`config.mk`:
```
export PLATFORM = sky130hd
export DESIGN_NAME = gain_ramp_multiplier
export DESIGN_NICKNAME = d
export VERILOG_FILES = /design/src/sv/grm_pkg.sv /design/src/sv/gain_ramp_multiplier.sv /design/src/sv/grm_ramp.sv /design/src/sv/grm_scale.sv
export SDC_FILE = /design/constraint.sdc
export NUM_CORES = 1
export LEC_CHECK = 0
export ABC_AREA = 1
export BUFFER_PORTS_ARGS = -buffer_cell sky130_fd_sc_hd__buf_2
export CAP_MARGIN = 20
export CELL_PAD_IN_SITES_DETAIL_PLACEMENT = 0
export CELL_PAD_IN_SITES_GLOBAL_PLACEMENT = 1
export CORE_UTILIZATION = 40
export DETAILED_ROUTE_END_ITERATION = 7
export GPL_TIMING_DRIVEN = 0
export PLACE_DENSITY = 0.8
export SYNTH_ARGS = -nofsm -noshare
export SYNTH_HDL_FRONTEND = slang
export SYNTH_SLANG_ARGS = --single-unit
```
`constraint.sdc`:
```
create_clock -name i_clk -period 11.1 [get_ports i_clk]
set_clock_uncertainty 0.2 [all_clocks]
set_input_delay 0.555 -clock i_clk [delete_from_list [all_inputs] [get_ports i_clk]]
set_output_delay 0.555 -clock i_clk [all_outputs]
set_load 0.01 [all_outputs]
```
`src/sv/grm_pkg.sv`:
```
// ----------------------------------------------------------------------------
// grm_pkg - shared definitions for the gain ramp multiplier
// field widths, command codes, parameter defaults and common types
// ----------------------------------------------------------------------------
`default_nettype none

package grm_pkg;

    // fixed field widths
    localparam int GAIN_W = 24;
    localparam int LEN_W  = 13;

    // parameter defaults
    localparam int SAMPLE_BITS_DEF    = 24;
    localparam int MAX_BLOCK_DEF      = 4096;
    localparam int GAIN_FRAC_BITS_DEF = 20;

    // command codes carried on tuser
    localparam logic CMD_SAMPLE = 1'b0;
    localparam logic CMD_SNAP   = 1'b1;

    typedef logic [GAIN_W-1:0] t_gain;
    typedef logic [LEN_W-1:0]  t_len;

endpackage

`default_nettype wire

```
`src/sv/gain_ramp_multiplier.sv`:
```
// ----------------------------------------------------------------------------
// gain_ramp_multiplier - audio gain stage with linear block ramp
// scales samples by a Q4.20 gain, sliding to a new target over one block
// ----------------------------------------------------------------------------
// usage:
//   input stream: tdata = {block_length, sample_in}, tuser = command
//   (0 = scale a sample, 1 = snap the current gain to the target).
//   output stream: tdata = sample_out, tlast = block_end. a snap item
//   gives no output item.
//   target_gain is written over the apb port at byte address 0 while the
//   block is idle; pready is always high.
// processing:
//   one item at a time. a sample at steady gain goes through accept, a
//   serial multiply, round and load; a sample in a ramp first passes
//   the serial ramp unit, a serial multiply followed by a restoring
//   divide. a snap is done at accept time.
//   the next item is accepted while a finished result waits at the output.
// reset:
//   target and current gain go to 1.0, the block position to zero, the
//   output register empties.
// stall:
//   a full output register holds its item; a finished result waits inside
//   the block and no new item is taken until it moves out.
// ----------------------------------------------------------------------------
`default_nettype none

module gain_ramp_multiplier
    import grm_pkg::*;
#(
    parameter int SAMPLE_BITS    = SAMPLE_BITS_DEF,
    parameter int MAX_BLOCK      = MAX_BLOCK_DEF,
    parameter int GAIN_FRAC_BITS = GAIN_FRAC_BITS_DEF,
    localparam int IN_DW  = ((SAMPLE_BITS + LEN_W + 7) / 8) * 8,
    localparam int OUT_DW = ((SAMPLE_BITS + 7) / 8) * 8
) (
    input  wire               i_clk,
    input  wire               i_rst_n,
    // input items
    input  wire               i_s_axis_tvalid,
    output logic              o_s_axis_tready,
    input  wire  [IN_DW-1:0]  i_s_axis_tdata,  // sample_in, block_length, zero pad
    input  wire               i_s_axis_tuser,  // command
    // result items
    output logic              o_m_axis_tvalid,
    input  wire               i_m_axis_tready,
    output logic [OUT_DW-1:0] o_m_axis_tdata,  // sample_out, zero pad
    output logic              o_m_axis_tlast,  // block_end
    // configuration
    input  wire               psel,
    input  wire               penable,
    input  wire               pwrite,
    input  wire  [2:0]        paddr,
    input  wire  [31:0]       pwdata,
    output logic [31:0]       prdata,
    output logic              pready
);

    localparam int POS_W = $clog2(MAX_BLOCK);
    localparam int CMP_W = (POS_W > LEN_W) ? POS_W : LEN_W;
    localparam logic [31:0] MaxBlk  = 32'(MAX_BLOCK);
    localparam t_gain       GainOne = GAIN_W'(64'd1 << GAIN_FRAC_BITS);

    localparam logic [1:0] ST_IDLE  = 2'd0;
    localparam logic [1:0] ST_RAMP  = 2'd1;
    localparam logic [1:0] ST_SCALE = 2'd2;
    localparam logic [1:0] ST_OUT   = 2'd3;

    // control state
    logic [1:0]             r_state;
    t_gain                  r_target;
    t_gain                  r_current;
    logic [POS_W-1:0]       r_pos;
    logic                   r_ramp_go;
    logic                   r_scale_go;
    logic                   r_out_valid;
    // payload
    logic [SAMPLE_BITS-1:0] r_sample;
    logic                   r_last;
    logic                   r_down;
    t_len                   r_k;
    t_len                   r_n;
    t_gain                  r_gain;
    logic [SAMPLE_BITS-1:0] r_out_sample;
    logic                   r_out_last;

    logic                   w_in_fire;
    logic                   w_cfg_wr;
    logic [SAMPLE_BITS-1:0] w_sample;
    t_len                   w_len;
    t_len                   w_n;
    logic                   w_last;
    logic                   w_eq;
    logic                   w_out_free;
    t_gain                  w_span;
    logic                   w_ramp_done;
    t_gain                  w_ramp_quot;
    logic                   w_scale_done;
    logic [SAMPLE_BITS-1:0] w_scale_res;

    // input field decode
    assign w_sample = i_s_axis_tdata[SAMPLE_BITS-1:0];
    assign w_len    = i_s_axis_tdata[SAMPLE_BITS+LEN_W-1:SAMPLE_BITS];

    // zero length counts as one, long blocks clamp to the maximum
    always_comb begin
        if (w_len == '0) begin
            w_n = LEN_W'(1);
        end else if (32'(w_len) > MaxBlk) begin
            w_n = LEN_W'(MAX_BLOCK);
        end else begin
            w_n = w_len;
        end
    end

    assign w_last = (CMP_W'(r_pos) >= (CMP_W'(w_n) - CMP_W'(1)));
    assign w_eq   = (r_current == r_target);

    // magnitude of the span; the direction is kept in r_down
    assign w_span = r_down ? (r_current - r_target) : (r_target - r_current);

    assign o_s_axis_tready = (r_state == ST_IDLE);
    assign w_in_fire       = i_s_axis_tvalid && o_s_axis_tready;
    assign w_out_free      = !r_out_valid || i_m_axis_tready;

    // apb register file: one register
    assign pready   = 1'b1;
    assign w_cfg_wr = psel && penable && pwrite && (paddr[2] == 1'b0);
    assign prdata   = (paddr[2] == 1'b0) ? 32'(r_target) : 32'd0;

    always_ff @(posedge i_clk) begin
        if (!i_rst_n) begin
            r_state     <= ST_IDLE;
            r_target    <= GainOne;
            r_current   <= GainOne;
            r_pos       <= '0;
            r_ramp_go   <= 1'b0;
            r_scale_go  <= 1'b0;
            r_out_valid <= 1'b0;
        end else begin
            r_ramp_go  <= 1'b0;
            r_scale_go <= 1'b0;

            if (w_cfg_wr) begin
                r_target <= pwdata[GAIN_W-1:0];
            end

            if (r_out_valid && i_m_axis_tready) begin
                r_out_valid <= 1'b0;
            end

            case (r_state)
                ST_IDLE: begin
                    if (w_in_fire) begin
                        if (i_s_axis_tuser == CMD_SNAP) begin
                            r_current <= r_target;
                            r_pos     <= '0;
                        end else begin
                            // block bookkeeping settles at accept time;
                            // the ramp still reads the old current gain,
                            // which only changes on the last sample or on a snap
                            if (w_last) begin
                                r_current <= r_target;
                                r_pos     <= '0;
                            end else begin
                                r_pos <= r_pos + POS_W'(1);
                            end
                            if (w_last || w_eq) begin
                                r_scale_go <= 1'b1;
                                r_state    <= ST_SCALE;
                            end else begin
                                r_ramp_go <= 1'b1;
                                r_state   <= ST_RAMP;
                            end
                        end
                    end
                end
                ST_RAMP: begin
                    if (w_ramp_done) begin
                        r_scale_go <= 1'b1;
                        r_state    <= ST_SCALE;
                    end
                end
                ST_SCALE: begin
                    if (w_scale_done) begin
                        r_state <= ST_OUT;
                    end
                end
                ST_OUT: begin
                    if (w_out_free) begin
                        r_out_valid <= 1'b1;
                        r_state     <= ST_IDLE;
                    end
                end
                default: begin
                    r_state <= ST_IDLE;
                end
            endcase
        end
    end

    // payload registers
    always_ff @(posedge i_clk) begin
        if (w_in_fire && (i_s_axis_tuser == CMD_SAMPLE)) begin
            r_sample <= w_sample;
            r_last   <= w_last;
            r_down   <= (r_target < r_current);
            r_k      <= LEN_W'(r_pos) + LEN_W'(1);
            r_n      <= w_n;
            r_gain   <= r_target;
        end else if ((r_state == ST_RAMP) && w_ramp_done) begin
            // step toward the target, truncated toward zero
            r_gain <= r_down ? (r_current - w_ramp_quot) : (r_current + w_ramp_quot);
        end
        if ((r_state == ST_OUT) && w_out_free) begin
            r_out_sample <= w_scale_res;
            r_out_last   <= r_last;
        end
    end

    grm_ramp u_ramp (
        .i_clk   (i_clk),
        .i_rst_n (i_rst_n),
        .i_start (r_ramp_go),
        .i_span  (w_span),
        .i_k     (r_k),
        .i_n     (r_n),
        .o_done  (w_ramp_done),
        .o_quot  (w_ramp_quot)
    );

    grm_scale #(
        .SAMPLE_BITS    (SAMPLE_BITS),
        .GAIN_FRAC_BITS (GAIN_FRAC_BITS)
    ) u_scale (
        .i_clk    (i_clk),
        .i_rst_n  (i_rst_n),
        .i_start  (r_scale_go),
        .i_sample (r_sample),
        .i_gain   (r_gain),
        .o_done   (w_scale_done),
        .o_result (w_scale_res)
    );

    assign o_m_axis_tvalid = r_out_valid;
    assign o_m_axis_tdata  = OUT_DW'(r_out_sample);
    assign o_m_axis_tlast  = r_out_last;

endmodule

`default_nettype wire

```
`src/sv/grm_ramp.sv`:
```
// ----------------------------------------------------------------------------
// grm_ramp - serial ramp step unit
// computes span * k / n with a shift-add multiply and a restoring divide,
// one bit per cycle
// ----------------------------------------------------------------------------
`default_nettype none

module grm_ramp
    import grm_pkg::*;
(
    input  wire   i_clk,
    input  wire   i_rst_n,
    input  wire   i_start,
    input  t_gain i_span,
    input  t_len  i_k,
    input  t_len  i_n,
    output logic  o_done,
    output t_gain o_quot
);

    localparam int PROD_W = GAIN_W + LEN_W;
    localparam int CNT_W  = $clog2(PROD_W + 1);

    localparam logic [1:0] PH_IDLE = 2'd0;
    localparam logic [1:0] PH_MUL  = 2'd1;
    localparam logic [1:0] PH_DIV  = 2'd2;

    logic [1:0]        r_phase;
    logic [CNT_W-1:0]  r_cnt;
    logic              r_done;
    logic [PROD_W-1:0] r_mcand;
    logic [PROD_W-1:0] r_acc;
    t_len              r_mplier;
    t_len              r_div;
    t_len              r_rem;

    logic [LEN_W:0]    w_rem_sh;
    logic              w_ge;
    logic [LEN_W:0]    w_rem_sub;

    // restoring divide step: bring down one dividend bit, subtract if it fits
    always_comb begin
        w_rem_sh  = {r_rem, r_acc[PROD_W-1]};
        w_ge      = (w_rem_sh >= {1'b0, r_div});
        w_rem_sub = w_rem_sh - {1'b0, r_div};
    end

    always_ff @(posedge i_clk) begin
        if (!i_rst_n) begin
            r_phase <= PH_IDLE;
            r_cnt   <= '0;
            r_done  <= 1'b0;
        end else begin
            r_done <= 1'b0;
            case (r_phase)
                PH_IDLE: begin
                    if (i_start) begin
                        r_cnt   <= CNT_W'(LEN_W);
                        r_phase <= PH_MUL;
                    end
                end
                PH_MUL: begin
                    r_cnt <= r_cnt - CNT_W'(1);
                    if (r_cnt == CNT_W'(1)) begin
                        r_cnt   <= CNT_W'(PROD_W);
                        r_phase <= PH_DIV;
                    end
                end
                PH_DIV: begin
                    r_cnt <= r_cnt - CNT_W'(1);
                    if (r_cnt == CNT_W'(1)) begin
                        r_done  <= 1'b1;
                        r_phase <= PH_IDLE;
                    end
                end
                default: begin
                    r_phase <= PH_IDLE;
                end
            endcase
        end
    end

    always_ff @(posedge i_clk) begin
        case (r_phase)
            PH_IDLE: begin
                if (i_start) begin
                    r_mcand  <= PROD_W'(i_span);
                    r_acc    <= '0;
                    r_mplier <= i_k;
                    r_div    <= i_n;
                    r_rem    <= '0;
                end
            end
            PH_MUL: begin
                if (r_mplier[0]) begin
                    r_acc <= r_acc + r_mcand;
                end
                r_mcand  <= r_mcand << 1;
                r_mplier <= r_mplier >> 1;
            end
            PH_DIV: begin
                // quotient bits shift in where dividend bits shift out
                r_rem <= w_ge ? w_rem_sub[LEN_W-1:0] : w_rem_sh[LEN_W-1:0];
                r_acc <= {r_acc[PROD_W-2:0], w_ge};
            end
            default: begin
                r_rem <= r_rem;
            end
        endcase
    end

    assign o_done = r_done;
    assign o_quot = r_acc[GAIN_W-1:0];

endmodule

`default_nettype wire

```
`src/sv/grm_scale.sv`:
```
// ----------------------------------------------------------------------------
// grm_scale - serial sample scaler
// shift-add multiply of a signed sample by an unsigned gain, one gain bit
// per cycle, then round half up and saturate
// ----------------------------------------------------------------------------
`default_nettype none

module grm_scale
    import grm_pkg::*;
#(
    parameter int SAMPLE_BITS    = SAMPLE_BITS_DEF,
    parameter int GAIN_FRAC_BITS = GAIN_FRAC_BITS_DEF
) (
    input  wire                   i_clk,
    input  wire                   i_rst_n,
    input  wire                   i_start,
    input  wire [SAMPLE_BITS-1:0] i_sample,
    input  t_gain                 i_gain,
    output logic                  o_done,
    output logic [SAMPLE_BITS-1:0] o_result
);

    localparam int PROD_W = SAMPLE_BITS + GAIN_W + 1;
    localparam int CNT_W  = $clog2(GAIN_W + 1);

    localparam logic [1:0] PH_IDLE = 2'd0;
    localparam logic [1:0] PH_MUL  = 2'd1;
    localparam logic [1:0] PH_RND  = 2'd2;

    localparam logic signed [PROD_W-1:0] Half  =
        PROD_W'(1) << (GAIN_FRAC_BITS - 1);
    localparam logic signed [PROD_W-1:0] SatHi =
        {{(PROD_W-SAMPLE_BITS+1){1'b0}}, {(SAMPLE_BITS-1){1'b1}}};
    localparam logic signed [PROD_W-1:0] SatLo =
        {{(PROD_W-SAMPLE_BITS+1){1'b1}}, {(SAMPLE_BITS-1){1'b0}}};

    logic [1:0]               r_phase;
    logic [CNT_W-1:0]         r_cnt;
    logic                     r_done;
    logic signed [PROD_W-1:0] r_mcand;
    logic signed [PROD_W-1:0] r_acc;
    t_gain                    r_mplier;
    logic [SAMPLE_BITS-1:0]   r_result;

    logic signed [PROD_W-1:0] w_sum;
    logic signed [PROD_W-1:0] w_shr;
    logic [SAMPLE_BITS-1:0]   w_sat;

    always_comb begin
        w_sum = r_acc + Half;
        w_shr = w_sum >>> GAIN_FRAC_BITS;
        if (w_shr > SatHi) begin
            w_sat = SatHi[SAMPLE_BITS-1:0];
        end else if (w_shr < SatLo) begin
            w_sat = SatLo[SAMPLE_BITS-1:0];
        end else begin
            w_sat = w_shr[SAMPLE_BITS-1:0];
        end
    end

    always_ff @(posedge i_clk) begin
        if (!i_rst_n) begin
            r_phase <= PH_IDLE;
            r_cnt   <= '0;
            r_done  <= 1'b0;
        end else begin
            r_done <= 1'b0;
            case (r_phase)
                PH_IDLE: begin
                    if (i_start) begin
                        r_cnt   <= CNT_W'(GAIN_W);
                        r_phase <= PH_MUL;
                    end
                end
                PH_MUL: begin
                    r_cnt <= r_cnt - CNT_W'(1);
                    if (r_cnt == CNT_W'(1)) begin
                        r_phase <= PH_RND;
                    end
                end
                PH_RND: begin
                    r_done  <= 1'b1;
                    r_phase <= PH_IDLE;
                end
                default: begin
                    r_phase <= PH_IDLE;
                end
            endcase
        end
    end

    always_ff @(posedge i_clk) begin
        case (r_phase)
            PH_IDLE: begin
                if (i_start) begin
                    r_mcand  <= PROD_W'(signed'(i_sample));
                    r_acc    <= '0;
                    r_mplier <= i_gain;
                end
            end
            PH_MUL: begin
                if (r_mplier[0]) begin
                    r_acc <= r_acc + r_mcand;
                end
                r_mcand  <= r_mcand <<< 1;
                r_mplier <= r_mplier >> 1;
            end
            PH_RND: begin
                r_result <= w_sat;
            end
            default: begin
                r_result <= r_result;
            end
        endcase
    end

    assign o_done   = r_done;
    assign o_result = r_result;

endmodule

`default_nettype wire
```
==> metrics <==
status=completed; initial core utilization=between 40% and 50%; slew margin rel.=between 20% and 30%; largest net degree at the start of global routing=51; hold_sp=pwdata[2]; vias per cell=just over 5; RSZ-0062 raised after global routing=false; Least-Margin Pin Slew=about 1.1 ns; cts bufs inserted=52; Post-Route WL=between 80000 and 90000 um; Site Rows=roughly 100; Worst-path clk slew=~0.060 ns; DRT Pass-1 Iters=7; Seq/Total Area, Yosys=43.04%; post-synthesis register bit count=between 400 and 500; cells after synthesis=~3700; startpoint types=flip-flop; DRT iter0 DRCs=approximately 1800; Max-Cap Viols=0; Final Worst Setup Slack=around 6 ns; DRC=0; Core ar.=0.07149 sq mm; # IOs=143; Port Buf Inserts=approximately 120; CP Buf/Inv Count=3; Fin Setup TNS=0 ns; share of cells above drive strength 1=7.604%; number of synthesized flops with an enable pin=360; Final setup viols=0; vias in the first global route=approximately 24000; Clk Latency, worst-skew pair=0.62 ns; Final GP Congestion=about 0.92; Hold Fails Final Rpt=0; dpl ws=6.050 ns; Post-Synthesis Cell Area=between 0.02 and 0.03 sq mm; fin crit period=5.163 ns; CTS root buffer=clkbuf_16; Layout area overhead=13.76%; Final #Nets=just over 4000; worst path arrival time=5.29 ns; Mean Syn Cell Area=between 7 and 8 sq um; Longest Clk Path Bufs=3; pwr dens=~200 mW/mm^2; TritonCTS clock tree=yes; first-pass GRT wire length=between 100000 and 150000 um; Diodes inserted=0; GRT Total Usage=a little under a quarter; worst hold slack=roughly 0.039 ns; worst path cell trace=clkbuf_1, clkbuf_1, clkbuf_1, o21ai_0, fa_1, nand3_1, nand2_1, a21boi_0, o21ai_0, a21oi_1, o21bai_1, nand2_1, nand3b_1, nand3_1, o21ai_0; crit-path max cell delay=about 0.58 ns; commonest non-fill, non-tap cell in the layout=nand2_1; Netlist cell types=60; Syn. warnings=0; most frequent cells in the layout=nand2_1 (905), inv_1 (413), a21oi_1 (376), edfxtp_1 (360), nor2_1 (352); R2R depth=15; Achievable Freq=193.7 MHz; WL/cell=roughly 18 um; critical path type=reg2reg; r2r endpoint=r_gain[16]$_DFFE_PP_; peak supply drop=between 100 and 150 uV; share of flip-flops with an asynchronous set or reset=0%; CP max FO=10; Leak Pwr=approximately 0.014 uW; period utilization=between 40% and 50%; die width=approximately 270 um; Remaining Overflow, GRT=0; H-tree depth=2; Critical Path Sink Type=flip-flop; Cells on Worst Hold Path=3; post-CTS setup buffer count=0; Die Y=271.0 um; die area=approximately 0.073 sq mm; R2R setup slack=5.94 ns; Final Max Slew Viols=0; Critical Path Slowest Stage Cell=clkbuf_1; CTS sink cnt=442; Critical Path RT=approximately 11 ns; DP HPWL=slightly below 70000 um; Top Family by Delay on Critical Path=buffers and inverters; worst hold path class=in2reg; main flop type after synthesis=edfxtp_1; WHS Endpoint=r_target[2]$_SDFFE_PN0P_; R2R Path Start=r_down$_DFFE_PP_; vias=roughly 25000; initial antenna violation count=8; antenna-violating nets left=0
==> synth_stat cells, types with 3 or more instances <==
master | instances | area, sq um
a21o_1 | 28 | 210.2
a31oi_1 | 21 | 131.4
nor2_1 | 354 | 1329
clkinv_1 | 3 | 11.26
o21bai_1 | 33 | 247.7
inv_2 | 3 | 11.26
nor4_1 | 18 | 112.6
a21boi_0 | 10 | 75.07
and3_1 | 7 | 43.79
nor3_1 | 38 | 190.2
nand3_1 | 151 | 755.7
a211oi_1 | 4 | 30.03
xnor2_1 | 36 | 315.3
dfxtp_1 | 82 | 1642
ha_1 | 195 | 2440
o21ai_0 | 257 | 1286
xor2_1 | 80 | 700.7
inv_1 | 413 | 1550
fa_1 | 6 | 120.1
nand2_2 | 23 | 143.9
nand4_1 | 39 | 244.0
buf_1 | 13 | 48.80
buf_2 | 5 | 25.02
o211ai_1 | 10 | 75.07
o21ai_1 | 7 | 35.03
clkbuf_1 | 71 | 266.5
buf_4 | 14 | 105.1
nand2_1 | 906 | 3401
o21a_1 | 16 | 120.1
nand3b_1 | 8 | 60.06
or2_2 | 21 | 131.4
a21oi_1 | 377 | 1887
edfxtp_1 | 360 | 10810
==> sequential cells by signal, summed over array words and instances (netlist names), 37 cells and up <==
name	count
u_scale.r_acc	49
u_ramp.r_mcand	37
u_ramp.r_acc	37
u_scale.r_mcand	49
==> power breakdown <==
part / internal [uW] / switching, uW / total, uW
registers: 2090 / 146 / 2240
logic: 809 / 1700 / 2500
clock network: 1000 / 709 / 1710
==> tightest hold or removal path, delay by kind of cell <==
kind	cells	cell delay, ns
compound gates	2	0.18
buf+inv	1	0.07
==> metal layers <==
| metal | track usage (%) | wire length [um] | share of wire [%] | vias up |
|---|---|---|---|---|
| met5 | 0 | 48 | 0.055 | - |
| met4 | 7.404 | 2710 | 3.1 | 8 |
| met3 | 2.893 | 4013 | 4.6 | 144 |
| met2 | 39.52 | 41120 | 47 | 604 |
| met1 | 31.13 | 39550 | 45 | 11740 |
| li1 | - | - | - | 12680 |
==> area by class of cell <==
type,instances,area [sq um]
flip-flops and latches,442,12450
plain buffers,107,481.7
clock buffers,68,1434
repair buffers,152,1031
inverters,420,1582
well taps,950,1189
fillers,7211,38570
multi-input cells,2688,14490
clock inverters,29,260.3
==> worst max path at each step <==
stage | cells past startpoint | startpoint | to
2_1_floorplan | 7 | u_ramp.r_phase[1]$_SDFFE_PN0P_ | u_ramp.r_mcand[0]$_SDFFCE_PP0P_
3_3_place_gp | 7 | u_ramp.r_phase[1]$_SDFFE_PN0P_ | u_ramp.r_mcand[35]$_SDFFCE_PN0P_
3_5_place_dp | 15 | r_down$_DFFE_PP_ | r_gain[16]$_DFFE_PP_
4_1_cts | 15 | r_down$_DFFE_PP_ | r_gain[16]$_DFFE_PP_
5_1_grt | 15 | r_down$_DFFE_PP_ | r_gain[16]$_DFFE_PP_
6_report | 15 | r_down$_DFFE_PP_ | r_gain[16]$_DFFE_PP_
==> repair_timing <==
action / CTS / global route
gates resized for setup: 0 / 0
hold buffers: 24 / 0
endpoints found under the hold margin: 24 / 0
setup endpoints to repair: 0 / 0
==> kinds of logic after synthesis <==
group / share of synthesized area (%)
DFF: 43.04
and+or+nand+nor: 22.54
other: 0.02596
adders and majority gates: 8.848
xor gates and xnor gates: 3.568
buffers and inverters: 7.118
AOI/OAI and AO/OA: 14.79
muxes: 0.06919
==> through the flow <==
stage / utilization (%) / instance area (sq um) / power [uW] / std cells
after global placement: 42.99 / 30730 / 4720 / 4724
after CTS: 46.01 / 32890 / 6472 / 4855
after floorplan: - / 28960 / 3949 / 3657
final: 46.04 / 32920 / 6452 / 4856
after detailed placement: 43.30 / 30950 / 4739 / 4734
after global routing: 46.04 / 32920 / 6873 / 4856
Note: power is estimated with default switching activity, not from simulation.
